**src/sv/mtep_pkg.sv**
```systemverilog
`timescale 1ns / 1ps
// Shared types, codes and helper functions of the track event parser.
package mtep_pkg;

    localparam int QUANTITY_MAX_BYTES_DEF = 4;
    localparam int TIME_WIDTH_DEF         = 48;
    localparam logic [23:0] DEFAULT_TEMPO_RESET = 24'd500000;

    // parse phases
    localparam logic [2:0] PH_DELTA    = 3'd0;
    localparam logic [2:0] PH_STATUS   = 3'd1;
    localparam logic [2:0] PH_CHDATA   = 3'd2;
    localparam logic [2:0] PH_METATYPE = 3'd3;
    localparam logic [2:0] PH_LENGTH   = 3'd4;
    localparam logic [2:0] PH_PAYLOAD  = 3'd5;

    // byte roles
    localparam logic [2:0] ROLE_DELTA    = 3'd0;
    localparam logic [2:0] ROLE_STATUS   = 3'd1;
    localparam logic [2:0] ROLE_CHDATA   = 3'd2;
    localparam logic [2:0] ROLE_METATYPE = 3'd3;
    localparam logic [2:0] ROLE_LENGTH   = 3'd4;
    localparam logic [2:0] ROLE_PAYLOAD  = 3'd5;

    // event classes
    localparam logic [1:0] CLS_VOICE = 2'd0;
    localparam logic [1:0] CLS_MODE  = 2'd1;
    localparam logic [1:0] CLS_SYSEX = 2'd2;
    localparam logic [1:0] CLS_META  = 2'd3;

    // error codes
    localparam logic [1:0] ERR_NONE     = 2'd0;
    localparam logic [1:0] ERR_QTY_LONG = 2'd1;
    localparam logic [1:0] ERR_BAD_STAT = 2'd2;
    localparam logic [1:0] ERR_TRUNC    = 2'd3;

    localparam logic [7:0] ST_VOICE_MAX    = 8'hEF;
    localparam logic [7:0] ST_SYSEX        = 8'hF0;
    localparam logic [7:0] ST_ESCAPE       = 8'hF7;
    localparam logic [7:0] ST_META         = 8'hFF;
    localparam logic [7:0] META_SET_TEMPO  = 8'h51;
    localparam logic [7:0] CTRL_MODE_FIRST = 8'h78;
    localparam logic [3:0] NIB_CONTROL     = 4'hB;
    localparam logic [3:0] NIB_PROGRAM     = 4'hC;
    localparam logic [3:0] NIB_PRESSURE    = 4'hD;

    typedef struct packed {
        logic [7:0] body_byte;
        logic       track_start;
        logic       chunk_last;
    } mtep_item_t;

    typedef struct packed {
        logic [2:0]  byte_role;
        logic [1:0]  event_class;
        logic [7:0]  status_value;
        logic [3:0]  channel_number;
        logic [7:0]  meta_kind;
        logic [27:0] payload_length;
        logic [47:0] absolute_time;
        logic [23:0] tempo_now;
        logic        event_end;
        logic [1:0]  error_code;
    } mtep_result_t;

    typedef struct packed {
        logic [2:0]  phase;
        logic [7:0]  running_status;
        logic [27:0] qty_acc;
        logic [1:0]  qty_bytes;
        logic [27:0] remaining;
        logic [23:0] tempo;
        logic [7:0]  current_meta;
        logic [7:0]  first_data;
        logic [27:0] event_length;
    } mtep_state_t;

    function automatic logic [1:0] data_count(input logic [7:0] st);
        logic [1:0] n;
        n = (st[7:4] == NIB_PROGRAM || st[7:4] == NIB_PRESSURE) ? 2'd1 : 2'd2;
        return n;
    endfunction

    function automatic logic [1:0] class_of(input logic [7:0] st, input logic [7:0] fd);
        logic [1:0] c;
        if (st >= ST_SYSEX)
            c = (st == ST_META) ? CLS_META : CLS_SYSEX;
        else if (st[7:4] == NIB_CONTROL && fd >= CTRL_MODE_FIRST)
            c = CLS_MODE;
        else
            c = CLS_VOICE;
        return c;
    endfunction

endpackage

```
**src/sv/mtep_if.sv**
```systemverilog
`timescale 1ns / 1ps
// Valid/ready channel interfaces: input bytes, results and the tempo register write.
interface mtep_item_if
    import mtep_pkg::*;
();
    logic       valid;
    logic       ready;
    mtep_item_t payload;

    modport source (output valid, output payload, input ready);
    modport sink   (input valid, input payload, output ready);
endinterface

interface mtep_result_if
    import mtep_pkg::*;
();
    logic         valid;
    logic         ready;
    mtep_result_t payload;

    modport source (output valid, output payload, input ready);
    modport sink   (input valid, input payload, output ready);
endinterface

interface mtep_cfg_if;
    logic        valid;
    logic        ready;
    logic [23:0] default_tempo;

    modport source (output valid, output default_tempo, input ready);
    modport sink   (input valid, input default_tempo, output ready);
endinterface

```
**src/sv/mtep_decode.sv**
```systemverilog
`timescale 1ns / 1ps
// Single-byte parse step: next parser state and the result for one item.
module mtep_decode
    import mtep_pkg::*;
#(
    parameter int QUANTITY_MAX_BYTES = QUANTITY_MAX_BYTES_DEF,
    parameter int TIME_WIDTH         = TIME_WIDTH_DEF
)
(
    input  mtep_item_t              item,
    input  mtep_state_t             state,
    input  logic [TIME_WIDTH-1:0]   time_total,
    input  logic [23:0]             default_tempo,
    output mtep_state_t             state_next,
    output logic [TIME_WIDTH-1:0]   time_next,
    output mtep_result_t            result
);

    function automatic mtep_state_t resync(input mtep_state_t x);
        mtep_state_t y;
        y           = x;
        y.phase     = PH_DELTA;
        y.qty_acc   = '0;
        y.qty_bytes = '0;
        y.remaining = '0;
        return y;
    endfunction

    mtep_state_t             s;
    logic [TIME_WIDTH-1:0]   t;
    logic [TIME_WIDTH:0]     t_sum;
    logic [TIME_WIDTH+47:0]  t_ext;
    logic [7:0]              b;
    logic [27:0]             qx;
    logic [2:0]              qb_inc;
    logic                    ovf;
    logic [27:0]             consumed;
    logic [2:0]              role;
    logic [1:0]              cls;
    logic [7:0]              st;
    logic [3:0]              ch;
    logic [7:0]              mk;
    logic [27:0]             plen;
    logic                    end_f;
    logic [1:0]              err;

    always_comb
    begin
        b = item.body_byte;
        if (item.track_start)
        begin
            s.phase          = PH_DELTA;
            s.running_status = '0;
            s.qty_acc        = '0;
            s.qty_bytes      = '0;
            s.remaining      = '0;
            s.tempo          = default_tempo;
            s.current_meta   = '0;
            s.first_data     = '0;
            s.event_length   = '0;
            t                = '0;
        end
        else
        begin
            s = state;
            t = time_total;
        end

        qx       = {s.qty_acc[20:0], b[6:0]};
        qb_inc   = {1'b0, s.qty_bytes} + 3'd1;
        ovf      = b[7] && (qb_inc >= 3'(QUANTITY_MAX_BYTES));
        consumed = s.event_length - s.remaining;
        t_sum    = {1'b0, t} + (TIME_WIDTH + 1)'(qx);

        role  = ROLE_DELTA;
        cls   = CLS_VOICE;
        st    = '0;
        ch    = '0;
        mk    = '0;
        plen  = '0;
        end_f = 1'b0;
        err   = ERR_NONE;

        case (s.phase)
            PH_STATUS:
            begin
                role = ROLE_STATUS;
                if (b[7])
                begin
                    st = b;
                    if (b <= ST_VOICE_MAX)
                    begin
                        s.running_status = b;
                        s.first_data     = '0;
                        s.remaining      = 28'(data_count(b));
                        s.phase          = PH_CHDATA;
                        ch               = b[3:0];
                        cls              = CLS_VOICE;
                    end
                    else if (b == ST_SYSEX || b == ST_ESCAPE)
                    begin
                        s.running_status = b;
                        s.current_meta   = '0;
                        s.qty_acc        = '0;
                        s.qty_bytes      = '0;
                        s.phase          = PH_LENGTH;
                        cls              = CLS_SYSEX;
                    end
                    else if (b == ST_META)
                    begin
                        s.running_status = b;
                        s.current_meta   = '0;
                        s.phase          = PH_METATYPE;
                        cls              = CLS_META;
                    end
                    else
                    begin
                        err = ERR_BAD_STAT;
                        s   = resync(s);
                    end
                end
                else if (s.running_status[7] && s.running_status <= ST_VOICE_MAX)
                begin
                    // running status: this byte is the first data byte
                    role         = ROLE_CHDATA;
                    st           = s.running_status;
                    ch           = st[3:0];
                    s.first_data = b;
                    cls          = class_of(st, b);
                    if (data_count(st) == 2'd1)
                    begin
                        end_f = 1'b1;
                        s     = resync(s);
                    end
                    else
                    begin
                        s.remaining = 28'd1;
                        s.phase     = PH_CHDATA;
                    end
                end
                else
                begin
                    err = ERR_BAD_STAT;
                    s   = resync(s);
                end
            end
            PH_CHDATA:
            begin
                role = ROLE_CHDATA;
                st   = s.running_status;
                ch   = st[3:0];
                if (s.remaining >= 28'd2)
                    s.first_data = b;
                cls = class_of(st, s.first_data);
                if (s.remaining <= 28'd1)
                begin
                    end_f = 1'b1;
                    s     = resync(s);
                end
                else
                    s.remaining = s.remaining - 28'd1;
            end
            PH_METATYPE:
            begin
                role           = ROLE_METATYPE;
                st             = ST_META;
                cls            = CLS_META;
                s.current_meta = b;
                mk             = b;
                s.qty_acc      = '0;
                s.qty_bytes    = '0;
                s.phase        = PH_LENGTH;
            end
            PH_LENGTH:
            begin
                role      = ROLE_LENGTH;
                st        = s.running_status;
                cls       = class_of(st, s.first_data);
                mk        = s.current_meta;
                s.qty_acc = qx;
                if (b[7])
                begin
                    if (ovf)
                    begin
                        err = ERR_QTY_LONG;
                        s   = resync(s);
                    end
                    else
                        s.qty_bytes = qb_inc[1:0];
                end
                else
                begin
                    s.qty_bytes    = '0;
                    s.event_length = qx;
                    plen           = qx;
                    s.qty_acc      = '0;
                    if (qx == '0)
                    begin
                        end_f = 1'b1;
                        s     = resync(s);
                    end
                    else
                    begin
                        s.remaining = qx;
                        s.phase     = PH_PAYLOAD;
                    end
                end
            end
            PH_PAYLOAD:
            begin
                role = ROLE_PAYLOAD;
                st   = s.running_status;
                cls  = class_of(st, s.first_data);
                mk   = s.current_meta;
                plen = s.event_length;
                // first three payload bytes shift in as a big-endian tempo
                if (consumed < 28'd3)
                    s.qty_acc = {4'b0, s.qty_acc[15:0], b};
                if (s.remaining <= 28'd1)
                begin
                    end_f = 1'b1;
                    if (s.running_status == ST_META && s.current_meta == META_SET_TEMPO
                        && s.event_length >= 28'd3)
                        s.tempo = s.qty_acc[23:0];
                    s = resync(s);
                end
                else
                    s.remaining = s.remaining - 28'd1;
            end
            default:
            begin
                role      = ROLE_DELTA;
                s.qty_acc = qx;
                if (b[7])
                begin
                    if (ovf)
                    begin
                        err = ERR_QTY_LONG;
                        s   = resync(s);
                    end
                    else
                    begin
                        s.qty_bytes = qb_inc[1:0];
                        s.phase     = PH_DELTA;
                    end
                end
                else
                begin
                    s.qty_bytes = '0;
                    t           = t_sum[TIME_WIDTH] ? '1 : t_sum[TIME_WIDTH-1:0];
                    s.qty_acc   = '0;
                    s.phase     = PH_STATUS;
                end
            end
        endcase

        if (item.chunk_last)
        begin
            if (err == ERR_NONE && !(s.phase == PH_DELTA && s.qty_bytes == '0))
                err = ERR_TRUNC;
            s = resync(s);
        end

        t_ext = {48'b0, t};

        state_next = s;
        time_next  = t;

        result.byte_role      = role;
        result.event_class    = cls;
        result.status_value   = st;
        result.channel_number = ch;
        result.meta_kind      = mk;
        result.payload_length = plen;
        result.absolute_time  = t_ext[47:0];
        result.tempo_now      = s.tempo;
        result.event_end      = end_f;
        result.error_code     = err;
    end

endmodule

```
**src/sv/midi_track_event_parser_unit.sv**
```systemverilog
`timescale 1ns / 1ps
// Track chunk event parser: top level with input register, parser state and result register.
//
// byte_ch carries one track body byte per item with its track_start and chunk_last
// marks; result_ch gives exactly one result item per byte, in order.
// cfg writes the default tempo, loaded into the tempo at every track_start.
// Write it only while no byte is in flight.
// An accepted byte waits in the input register, is parsed from there and its result is
// held in the result register. Throughput is one byte per cycle while result_ch does not
// stall; the combinational parse step updates the parser state between bytes.
// When result_ch stalls, the result register holds its item and one more byte
// waits in the input register; byte_ch drops ready only once both are full.
// Reset empties both registers, sets the default tempo and the tempo to
// 500000 and puts the parser in wait for a delta time with no running status.
// cfg.ready is always high.
module midi_track_event_parser_unit
    import mtep_pkg::*;
#(
    parameter int QUANTITY_MAX_BYTES = QUANTITY_MAX_BYTES_DEF,
    parameter int TIME_WIDTH         = TIME_WIDTH_DEF
)
(
    input  logic            clk,
    input  logic            rst_n,
    mtep_item_if.sink       byte_ch,
    mtep_result_if.source   result_ch,
    mtep_cfg_if.sink        cfg
);

    logic                   in_valid_reg;
    logic                   in_valid_next;
    mtep_item_t             item_reg;
    logic                   out_valid_reg;
    logic                   out_valid_next;
    mtep_result_t           result_reg;
    mtep_result_t           result_next;
    mtep_state_t            state_reg;
    mtep_state_t            state_next;
    logic [TIME_WIDTH-1:0]  time_reg;
    logic [TIME_WIDTH-1:0]  time_next;
    logic [23:0]            default_tempo_reg;
    logic                   advance;
    logic                   byte_accept;

    assign advance     = in_valid_reg && (!out_valid_reg || result_ch.ready);
    assign byte_ch.ready = !in_valid_reg || advance;
    assign byte_accept = byte_ch.valid && byte_ch.ready;
    assign cfg.ready   = 1'b1;

    assign in_valid_next  = byte_accept ? 1'b1 : (advance ? 1'b0 : in_valid_reg);
    assign out_valid_next = advance ? 1'b1 :
                            (result_ch.ready ? 1'b0 : out_valid_reg);

    assign result_ch.valid   = out_valid_reg;
    assign result_ch.payload = result_reg;

    mtep_decode #(
        .QUANTITY_MAX_BYTES (QUANTITY_MAX_BYTES),
        .TIME_WIDTH         (TIME_WIDTH)
    ) u_decode (
        .item          (item_reg),
        .state         (state_reg),
        .time_total    (time_reg),
        .default_tempo (default_tempo_reg),
        .state_next    (state_next),
        .time_next     (time_next),
        .result        (result_next)
    );

    always_ff @(posedge clk or negedge rst_n)
    begin
        if (!rst_n)
        begin
            in_valid_reg             <= 1'b0;
            out_valid_reg            <= 1'b0;
            default_tempo_reg        <= DEFAULT_TEMPO_RESET;
            state_reg.phase          <= PH_DELTA;
            state_reg.running_status <= '0;
            state_reg.qty_acc        <= '0;
            state_reg.qty_bytes      <= '0;
            state_reg.remaining      <= '0;
            state_reg.tempo          <= DEFAULT_TEMPO_RESET;
            state_reg.current_meta   <= '0;
            state_reg.first_data     <= '0;
            state_reg.event_length   <= '0;
            time_reg                 <= '0;
        end
        else
        begin
            in_valid_reg  <= in_valid_next;
            out_valid_reg <= out_valid_next;
            if (cfg.valid)
                default_tempo_reg <= cfg.default_tempo;
            if (advance)
            begin
                state_reg <= state_next;
                time_reg  <= time_next;
            end
        end
    end

    always_ff @(posedge clk)
    begin
        if (byte_accept)
            item_reg <= byte_ch.payload;
        if (advance)
            result_reg <= result_next;
    end

`ifndef NO_ASSERTIONS
    a_advance_fills_output: assert property (@(posedge clk) disable iff (!rst_n)
        advance |=> result_ch.valid)
        else $error("parsed item did not reach the result register");

    a_stalled_input_held: assert property (@(posedge clk) disable iff (!rst_n)
        in_valid_reg && !advance |=> in_valid_reg)
        else $error("waiting input item lost");

    a_end_without_error: assert property (@(posedge clk) disable iff (!rst_n)
        result_ch.valid && result_ch.payload.event_end
            |-> result_ch.payload.error_code == ERR_NONE)
        else $error("completed event carries an error");

    a_chdata_has_voice_status: assert property (@(posedge clk) disable iff (!rst_n)
        state_reg.phase == PH_CHDATA
            |-> state_reg.running_status[7] && state_reg.running_status <= ST_VOICE_MAX)
        else $error("channel data phase without a channel status");
`endif

endmodule
```
**src/flat_wrapper.sv**
```systemverilog
// flat-port wrapper written by rule: the top's interface ports become plain ports
module midi_track_event_parser_unit_flat import mtep_pkg::*;
#(
    parameter int QUANTITY_MAX_BYTES = QUANTITY_MAX_BYTES_DEF,
    parameter int TIME_WIDTH         = TIME_WIDTH_DEF
)
  (clk, rst_n, byte_ch_valid, byte_ch_payload, byte_ch_ready, result_ch_valid, result_ch_payload, result_ch_ready, cfg_valid, cfg_default_tempo, cfg_ready);
  mtep_item_if byte_ch_i ();
  mtep_result_if result_ch_i ();
  mtep_cfg_if cfg_i ();
  input  logic clk;
  input  logic rst_n;
  input wire logic [$bits(byte_ch_i.valid)-1:0] byte_ch_valid;
  input wire logic [$bits(byte_ch_i.payload)-1:0] byte_ch_payload;
  output wire logic [$bits(byte_ch_i.ready)-1:0] byte_ch_ready;
  output wire logic [$bits(result_ch_i.valid)-1:0] result_ch_valid;
  output wire logic [$bits(result_ch_i.payload)-1:0] result_ch_payload;
  input wire logic [$bits(result_ch_i.ready)-1:0] result_ch_ready;
  input wire logic [$bits(cfg_i.valid)-1:0] cfg_valid;
  input wire logic [$bits(cfg_i.default_tempo)-1:0] cfg_default_tempo;
  output wire logic [$bits(cfg_i.ready)-1:0] cfg_ready;
  assign byte_ch_i.valid = byte_ch_valid;
  assign byte_ch_i.payload = byte_ch_payload;
  assign byte_ch_ready = byte_ch_i.ready;
  assign result_ch_valid = result_ch_i.valid;
  assign result_ch_payload = result_ch_i.payload;
  assign result_ch_i.ready = result_ch_ready;
  assign cfg_i.valid = cfg_valid;
  assign cfg_i.default_tempo = cfg_default_tempo;
  assign cfg_ready = cfg_i.ready;
  midi_track_event_parser_unit #(.QUANTITY_MAX_BYTES(QUANTITY_MAX_BYTES), .TIME_WIDTH(TIME_WIDTH)) u_core (.clk(clk), .rst_n(rst_n), .byte_ch(byte_ch_i), .result_ch(result_ch_i), .cfg(cfg_i));
endmodule
```
**config.mk**
```make
export PLATFORM = sky130hd
export DESIGN_NAME = midi_track_event_parser_unit_flat
export DESIGN_NICKNAME = d
export VERILOG_FILES = /design/src/sv/mtep_pkg.sv /design/src/sv/mtep_if.sv /design/src/sv/mtep_decode.sv /design/src/sv/midi_track_event_parser_unit.sv /design/src/flat_wrapper.sv
export SDC_FILE = /design/constraint.sdc
export NUM_CORES = 1
export LEC_CHECK = 0
export BUFFER_PORTS_ARGS = -buffer_cell sky130_fd_sc_hd__buf_4
export CORE_MARGIN = 4
export CORE_UTILIZATION = 60
export DETAILED_ROUTE_END_ITERATION = 8
export PLACE_DENSITY = 0.8
export SYNTH_ARGS = -nofsm -noshare
export SYNTH_HDL_FRONTEND = slang
export SYNTH_SLANG_ARGS = --single-unit
```
**constraint.sdc**
```tcl
create_clock -name clk -period 14.21 [get_ports clk]
set_clock_uncertainty 0.15 [all_clocks]
set_input_delay 0.7105 -clock clk [delete_from_list [all_inputs] [get_ports clk]]
set_output_delay 0.7105 -clock clk [all_outputs]
set_load 0.02 [all_outputs]
```
# Yosys cells after proc, flatten, opt, wreduce, memory -nomap -nowiden

Index checks and enable logic that the tools add are counted.
W data, S select, Z words.

Bits in writable memories: 0
Bits in read-only memories: 0
Bits in latches: 0
Output and inout bits: 131
Register bits after elaboration: 349
Memories kept: 0
Logic and storage cells: 182

$add $sub $neg: 4
Shift-type cells: 0
$lt $le $gt $ge: 11
Muxes and demuxes: 95
Bitwise operators: 0
Divide/modulo/power cells: 0
Multiply operators: 0
Equality and inequality tests: 16
Reductions and logical operators: 30

Operators with widths:

| operator              | count |
|---|---|
| $mux W137             | 4 |
| $pmux W52 S5          | 1 |
| $mux W48              | 4 |
| $mux W96              | 2 |
| $pmux W36 S5          | 1 |
| $mux W28              | 6 |
| $pmux W30 S5          | 1 |
| $mux W136             | 1 |
| $mux W41              | 3 |
| $mux W30              | 3 |
| $mux W82              | 1 |
| $pmux W8 S5           | 2 |
| $mux W68              | 1 |
| $ge A28 B2 Y1 const B | 2 |
| $mux W8               | 7 |
| $pmux W28 S2          | 1 |
| $mux W52              | 1 |
| $add A48 B28 Y49      | 1 |
| $mux W2               | 21 |
| $mux W39              | 1 |
| $eq A8 B8 Y1 const B  | 4 |
| $mux W32              | 1 |
| $pmux W3 S5           | 2 |
| $le A28 B1 Y1 const B | 1 |
| other kinds (36)      | 84 |

# Logic depth before layout (Yosys ltp)

Gate-level depths: netlist of the first run.

Depth after elaboration: 15
Mapped depth: 28
Mapped depth without buffers: 17

# By module

From an unflattened synthesis of the first run, not the netlist that was laid out.

Cell total of the unflattened synthesis: 2419
Area total of the unflattened synthesis: 23470.0 µm²

Modules (own cells, without submodules):

| module                       | area each (µm²) | times used | cells an instance | seq. area each (µm²) |
|---|---|---|---|---|
| midi_track_event_parser_unit | 12683.4         | 1          | 590               | 9441.6 |
| mtep_decode                  | 10786.6         | 1          | 1829              | 0.0 |

# Least setup slack after synthesis of the first run

No wires, ideal clock.

Kind: register to register
Start: reg u_core.item_reg[1] (netlist name)
End: reg u_core.result_reg, in the netlist u_core.result_ch.payload[8] (data pin)
Cell stages (with the launch flop): 29
Data arrival time: 5.925 ns
Path slack: 7.865 ns
Required time: 13.790 ns
Library setup time: 0.270 ns
Clock period less this slack: 6.345 ns
Path through: edfxtp_1 -> buf_2 -> buf_2 -> buf_1 -> buf_2 -> buf_2 -> clkbuf_1 -> buf_1 -> clkbuf_1 -> buf_2 -> clkbuf_1 -> clkbuf_1 -> nor2b_1 -> ha_1 -> clkbuf_1 -> a21oi_1 -> o21ai_0 -> o21ai_0 -> nand2b_1 -> xnor2_1 -> nand2_1 -> mux2_1 -> nand4b_1 -> or4_1 -> nor3_1 -> buf_4 -> buf_6 -> mux2i_1 -> a21oi_1

RTL lines:

| item                   | line                                | source |
|---|---|---|
| start, declared        | midi_track_event_parser_unit.sv:32  | `mtep_item_t item_reg;` |
| start signal, assigned | midi_track_event_parser_unit.sv:105 | `item_reg <= byte_ch.payload;` |
| end signal, assigned   | midi_track_event_parser_unit.sv:107 | `result_reg <= result_next;` |
| end, declared          | midi_track_event_parser_unit.sv:35  | `mtep_result_t result_reg;` |

# Worst setup path in the final report of the first run

Start: reg u_core.item_reg[1] (netlist name)
End: reg u_core.time_reg[44]

Longest elaborated chain between the ends: 5
Elaborated cells between the ends (all ways): 12
Those cells by class: add/sub: 1; eq/ne: 5; mux: 5; reduce/logical: 1

Ends and longest elaborated chain:

| item                                  | line                               | source |
|---|---|---|
| $mux W48 or $mux W137 (tied branches) | mtep_decode.sv:50                  | `if (item.track_start)` |
| $add A48 B28 Y49                      | mtep_decode.sv:73                  | `t_sum = {1'b0, t} + (TIME_WIDTH + 1)'(qx);` |
| $mux W48                              | mtep_decode.sv:250                 | `t = t_sum[TIME_WIDTH] ? '1 : t_sum[TIME_WIDTH-1:0];` |
| $mux W48                              | mtep_decode.sv:234                 | `if (b[7])` |
| $mux W48 (*)                          | mtep_decode.sv:84                  | `case (s.phase)` |
| end signal, assigned                  | midi_track_event_parser_unit.sv:97 | `time_reg <= time_next;` |
| end, declared                         | midi_track_event_parser_unit.sv:39 | `logic [TIME_WIDTH-1:0] time_reg;` |

Mark *: on every way between the ends. The rest lies on a longest branch, timed or not.
A chain may end at the register's enable or synchronous reset.

==> metrics, run 1 <==
Achievable Freq=145 MHz; critical path's slowest cell=o41ai_1; Final setup viols=0; vias after detailed routing=19500; Synth Warn #=0; Final HPWL DP=45500 um; Worst-Margin Slew=1.22 ns; post-route ant nets=0; post-CTS sizing=0; Leak=9.97 nW; Gate power share=0.257; VDD IR max=0.000130 V; TritonCTS clock tree=done; CP Class=reg -> reg; CTS Buf Count=37; Power Density=122 nW/um2; CP endpoint kind=flop; hold_ws=0.102 ns; worst-case clock buffer depth=3; crit path DAT=7.21 ns; worst reg2reg path depth=16; first-pass GRT wire length=105000 um; most frequent cells in the layout=nand2_1, buf_4, dfrtp_1, nor2_1; Post-Syn Instances=2315; DR WL/cell=23.0 um; Root Buffer=clkbuf_16; CTS H-Tree Depth=2; Int Power=1.98 mW; commonest non-fill, non-tap cell in the layout=nand2_1; Initial Util=0.613; Post-Syn Area per Cell=9.22 um2; final hold viol count=0; RSZ-0062 raised after global routing=false; layout cells sized above 1=0.148; path category of the worst min-delay check=in -> async; max reg flops=130; slew margin rel.=0.183; Critical Path Fanout Max=63; reg-to-reg endpoint=u_core.time_reg[44]$_DFFE_PN0P_; syn_nets=2398; Site Rows=68; DRC viols=0; Congestion Overflow GR=0; Fin Setup TNS=0 ns; Final min period=6.90 ns; Avg Vias per Cell=6.77; Non-Filler Instances=2875; predominant post-synthesis flop cell=dfrtp_1; largest net degree at the start of global routing=104; status=complete, no violations; Data required, critical path=14.52 ns; Reg clk slew, reported paths=0.06 ns; io pins=170; Die Ht=197 um; cts-stage hold buffer count=0; synth unique cells=95; final period utilization=0.486; sequential share of power=0.422; CP Launch Type=flop; reg-to-reg setup timing slack=7.31 ns; Die Wd=197 um; Core ar.=34800 um2; slowest stage delay, CP=0.99 ns; post-synthesis sequential area ratio=0.434; total track usage=0.333; Post-synth ARST share=0.596; Mapped Area=21300 um2; die area=38700 um2; clk_lat worst skew=0.55 ns; clock network power share=0.321; gpl congestion=0.963; max_cap viols=0; Slew Limit Fails=0; register bit total from synthesis=342; switch share=0.325; # nets final=2473; vias in the first global route=18600; CP Buf/Inv Count=2; worst r2r src=u_core.item_reg[1]$_DFFE_PP_; DR pass1 iterations=6; initial antenna violation count=0; P_sw=0.950 mW; critical path's top delay family=compound AO/OA/AOI/OAI gates; Layout area overhead=12.3%; I/O Buffers=168; DR iter-0 viols=2112; # clock sinks=342; postcts setup bufs=0; EDFF count, synth=138; Routed Wire Length=66100 um; critical-path cell list=buf_4 -> buf_4 -> nor2b_1 -> ha_1 -> nor2b_1 -> o21ai_0 -> a21boi_0 -> o21ai_0 -> a211oi_1 -> nor4_1 -> o41ai_1 -> a31oi_1 -> nor3b_1 -> nand2_1 -> a21boi_0 -> o2bb2ai_1; dpl cells=2806
## power groups by stage
stage                     clock, mW  sequential (mW)  combinational [mW]
after CTS                     0.952             1.23               0.744
after global routing          0.996             1.24               0.816
after floorplan                   0             1.26               0.496
final                         0.939             1.23               0.753
after detailed placement          0             1.25               0.739
after global placement            0             1.24               0.722
## synthesized netlist by cell type, types with 17 or more instances
library cell	instances	area (um2)
o21ai_0	150	751
a31oi_1	38	238
ha_1	43	538
o211ai_1	23	173
a221o_1	20	200
and2_1	17	106
clkbuf_1	127	477
a22oi_1	32	240
buf_2	19	95.1
nand3_1	43	215
nand2b_1	40	250
nor4_1	29	181
o22ai_1	23	144
nor3_1	49	245
nand2_1	257	965
mux2_2	51	574
nor2b_1	109	682
dfrtp_1	190	4750
edfxtp_1	138	4140
mux2i_1	47	470
a211oi_1	39	293
and3_1	28	175
a22o_1	66	578
xor2_1	22	193
a21o_1	26	195
inv_1	47	176
xnor2_1	44	385
nor2_1	182	683
a21oi_1	149	746
## area by class of cell
| cell class | instances | area [um2] |
|---|---|---|
| Antenna cell | 1 | 2.50 |
| Clock buffer | 50 | 1030 |
| Clock inverter | 18 | 138 |
| Fill cell | 2700 | 10800 |
| Inverter | 48 | 188 |
| Multi-Input combinational cell | 1751 | 11200 |
| Sequential cell | 342 | 9270 |
| Tap cell | 455 | 569 |
| Timing Repair Buffer | 210 | 1580 |
## worst max-delay path by stage
| stage | from | cells after the start | slack, ns | end |
|---|---|---|---|---|
| global placement | u_core.item_reg[1]$_DFFE_PP_ | 16 | 7.83 | u_core.time_reg[44]$_DFFE_PN0P_ |
| floorplan | u_core.item_reg[1]$_DFFE_PP_ | 28 | 7.87 | u_core.result_ch.payload[8]$_DFFE_PP_ |
| CTS | u_core.item_reg[1]$_DFFE_PP_ | 16 | 7.50 | u_core.time_reg[44]$_DFFE_PN0P_ |
| global route | u_core.item_reg[1]$_DFFE_PP_ | 16 | 6.84 | u_core.time_reg[44]$_DFFE_PN0P_ |
| finish | u_core.item_reg[1]$_DFFE_PP_ | 16 | 7.31 | u_core.time_reg[44]$_DFFE_PN0P_ |
| detailed placement | u_core.item_reg[1]$_DFFE_PP_ | 16 | 7.55 | u_core.time_reg[44]$_DFFE_PN0P_ |
## per-layer routing
metal / global-route usage / vias to the layer above / routed length, um
met5: 0 / - / 0
met4: 0.115 / 0 / 2280
met3: 0.0562 / 175 / 6390
met2: 0.521 / 1145 / 30300
met1: 0.476 / 9421 / 27100
li1: - / 8718 / -
## stage by stage
stage / util / setup slack, ns / cell area (um2) / power, mW
after floorplan: - / 7.87 / 21300 / 1.75
after global placement: 0.655 / 7.83 / 22800 / 1.96
after detailed placement: 0.655 / 7.55 / 22800 / 1.99
after CTS: 0.688 / 7.50 / 24000 / 2.92
after global routing: 0.688 / 6.84 / 24000 / 3.05
final: 0.689 / 7.31 / 24000 / 2.93
## kinds of logic (layout without fill, tap and decap cells)
group	after synthesis	after routing	share of synthesized area
adders and majority gates	54	54	0.0309
AOI/OAI and AO/OA	714	714	0.226
muxes	99	99	0.0495
xor gates and xnor gates	69	69	0.0304
other	1	2	0.000176
and+or+nand+nor	814	814	0.185
buffers and inverters	222	326	0.0439
DFF	342	342	0.434
Power figures use the tool's default switching activity.
==> inputs of run 2 (changes only) <==
ABC_AREA = 1   (was default)
CORE_UTILIZATION = 56   (was 60)
PLACE_DENSITY = 0.78   (was 0.8)
clock period = 5.8 ns   (was 14.21 ns; I/O delays follow)
==> metrics, run 2 <==
Data required, critical path=6.13 ns (-8.39 ns); clk_lat worst skew=0.58 ns (+0.03 ns); status=complete, no violations; VDD IR max=0.000277 V (+110%); CTS H-Tree Depth=2 (unchanged); Congestion Overflow GR=0 (unchanged); DR iter-0 viols=2772 (+31%); P_sw=3.92 mW (+310%); io pins=170 (unchanged); CTS Buf Count=40 (+8.1%); DR pass1 iterations=7 (+1); vias after detailed routing=23000 (+18%); most frequent cells in the layout=nand2_1, inv_1, nor2_1, o21ai_0, buf_4; max reg flops=130 (unchanged); Slew Limit Fails=0 (unchanged); Final setup viols=0 (unchanged); filler instances=3487 (+29%); post-CTS sizing=0 (unchanged); Root Buffer=clkbuf_16; sequential share of power=0.344 (-0.078); TritonCTS clock tree=done; register bit total from synthesis=342 (unchanged); final hold viol count=0 (unchanged); Cell Area, Placed=24100 um2 (+5.7%); Critical Path Fanout Max=34 (-46%); Avg Vias per Cell=6.02 (-11%); first-pass GRT wire length=118000 um (+13%); CP Launch Type=flop; Int Power=5.78 mW (+190%); switch share=0.404 (+0.0797); # nets final=3345 (+35%); Initial Util=0.566 (-0.0477); Die Ht=208 um (+6.0%); Reg clk slew, reported paths=0.06 ns (about the same); Leak=12.1 nW (+21%); worst-case clock buffer depth=3 (unchanged); Die Wd=208 um (+6.0%); predominant post-synthesis flop cell=dfrtp_1; worst reg2reg path depth=17 (+1); Core ar.=39700 um2 (+14%); Layout area overhead=15.0%; path category of the worst min-delay check=in -> reg; hold_ws=0.00510 ns (-0.0964 ns); EDFF count, synth=138 (unchanged); syn_nets=3199 (+33%); Achievable Freq=190 MHz (+31%); dpl ws=0.734 ns (-6.82 ns); Post-Syn Area per Cell=7.21 um2 (-22%); die area=43400 um2 (+12%); CP Class=reg -> reg; gpl congestion=0.979 (+1.6%); slew margin rel.=0.270 (+0.0870); WHS Path Cells=3; most common cell in the synthesized netlist=nand2_1; DR WL/cell=19.6 um (-15%); Fin Setup TNS=0 ns (unchanged); Yosys top cell area share=0.212 (-0.0112); vias in the first global route=21500 (+16%); clock network power share=0.267 (-0.054); Post-synth ARST share=0.596 (unchanged); antenna cells=0 (-1); max_cap viols=0 (unchanged); Worst-Margin Slew=1.09 ns (-0.125 ns); cell area after layout=25800 um2 (+7.8%); Routed Wire Length=75000 um (+13%); largest net degree at the start of global routing=174 (+67%); Post-Syn Instances=3116 (+35%); CP endpoint kind=flop; I/O Buffers=168 (unchanged); final period utilization=0.910 (+0.424); initial antenna violation count=0 (unchanged); Power Density=375 nW/um2 (+210%); Synth area leader=dfrtp_1; post-synthesis sequential area ratio=0.412 (-0.0218); RSZ-0062 raised after global routing=false; total track usage=0.334 (+0.00131); post-route ant nets=0 (unchanged); Final min period=5.28 ns (-1.62 ns); Synth Warn #=0 (unchanged); # clock sinks=342 (unchanged); crit path DAT=5.61 ns (-1.60 ns); synth top area cells=dfrtp_1, edfxtp_1, nand2_1; commonest non-fill, non-tap cell in the layout=nand2_1; Mapped Area=22500 um2 (+5.3%); layout cells sized above 1=0.102 (-0.0453); DRC viols=0 (unchanged); Site Rows=73 (+7.4%); Synth top cells by count=nand2_1, inv_1, nor2_1; Final HPWL DP=52300 um (+15%); synth unique cells=60 (-37%); Gate power share=0.389 (+0.132); PnR worst setup slack=0.524 ns (-6.79 ns)
==> run 2: cell count changes after synthesis, moves of 37 or more <==
cell,delta
a22o_1,-66
clkbuf_1,-46
inv_1,+374
mux2_2,-51
mux2i_1,-47
nand2_1,+596
nand2b_1,-40
nand3_1,+137
nand4_1,+40
nor2_1,+100
nor2b_1,-109
o211ai_1,+37
o21ai_0,+112
==> run 2: logic make-up (layout without fill, tap and decap cells) <==
kind of cell | Yosys count | count (layout) | share of synthesized area
DFF | 342 | 342 | 0.412
buffers and inverters | 585 | 763 | 0.102
other | 1 | 1 | 0.000167
and+or+nand+nor | 1443 | 1443 | 0.264
adders and majority gates | 44 | 44 | 0.0248
AOI/OAI and AO/OA | 655 | 655 | 0.178
xor gates and xnor gates | 46 | 46 | 0.0179
==> run 2: area by class of cell <==
class / instances / area (um2) / area share
Multi-Input combinational cell: 2189 / 10900 / 0.423
Clock inverter: 23 / 225 / 0.00872
Timing Repair Buffer: 239 / 1940 / 0.0750
Tap cell: 525 / 657 / 0.0254
Clock buffer: 51 / 1110 / 0.0431
Sequential cell: 342 / 9270 / 0.359
Inverter: 450 / 1700 / 0.0657
==> run 2: metrics by stage <==
stage / cells / power (mW) / util
after floorplan: 3116 / 5.91 / -
after global placement: 3705 / 6.94 / 0.607
after detailed placement: 3705 / 7.02 / 0.607
after CTS: 3819 / 9.65 / 0.650
after global routing: 3819 / 10.3 / 0.650
final: 3819 / 9.70 / 0.650
==> run 2: path summary, 6_finish.rpt <==
| kind | start | endpoint | slack [ns] |
|---|---|---|---|
| hold / removal | cfg_valid | u_core.default_tempo_reg[5]$_DFFE_PN1P_ | 0.005 |
| max in group asynchronous | rst_n | u_core.time_reg[44]$_DFFE_PN0P_ | 4.10 |
| setup / recovery | u_core.item_reg[1]$_DFFE_PP_ | u_core.time_reg[45]$_DFFE_PN0P_ | 0.52 |
| hold reg to reg | u_core.state_reg[60]$_DFFE_PN1P_ | u_core.state_reg[60]$_DFFE_PN1P_ | 0.32 |
| setup reg to reg | u_core.item_reg[1]$_DFFE_PP_ | u_core.time_reg[45]$_DFFE_PN0P_ | 0.52 |
| min in group asynchronous | rst_n | u_core.state_reg[35]$_DFFE_PN0P_ | 0.15 |
==> run 2: power by group through the flow <==
stage                     Clock (mW)  Sequential [mW]  Combinational (mW)
after detailed placement           0             3.36                3.65
final                           2.59             3.34                3.77
after floorplan                    0             3.48                2.43
after global placement             0             3.35                3.59
after global routing            2.71             3.38                4.19
after CTS                       2.62             3.33                3.70
==> run 2: layer usage <==
layer	vias to the layer above	global-route usage	wire, um
met5	-	0	0
met3	250	0.0593	7350
met1	10700	0.465	30500
met4	0	0.137	3450
met2	1362	0.522	33700
li1	10700	-	-
==> run 2: worst max-delay path, stage by stage (launching register included) <==
cell and delay [ns]:
edfxtp_1 0.45, clkinv_2 0.54, buf_4 0.43, nand2_1 0.24, inv_1 0.16, ha_1 0.37, nand2_1 0.06, o21ai_0 0.31
a21boi_0 0.25, o21ai_0 0.49, nand4_1 0.16, nand2_1 0.15, nand2_1 0.09, nor2_1 0.21, nand2_1 0.55, nand3_1 0.36
nand2_1 0.08, o21ai_0 0.11
==> run 2: timing repair <==
item | in CTS | in global routing
hold buffers | 40 | 0
hold endpoints to repair | 99 | 0
setup buffers | 0 | 0
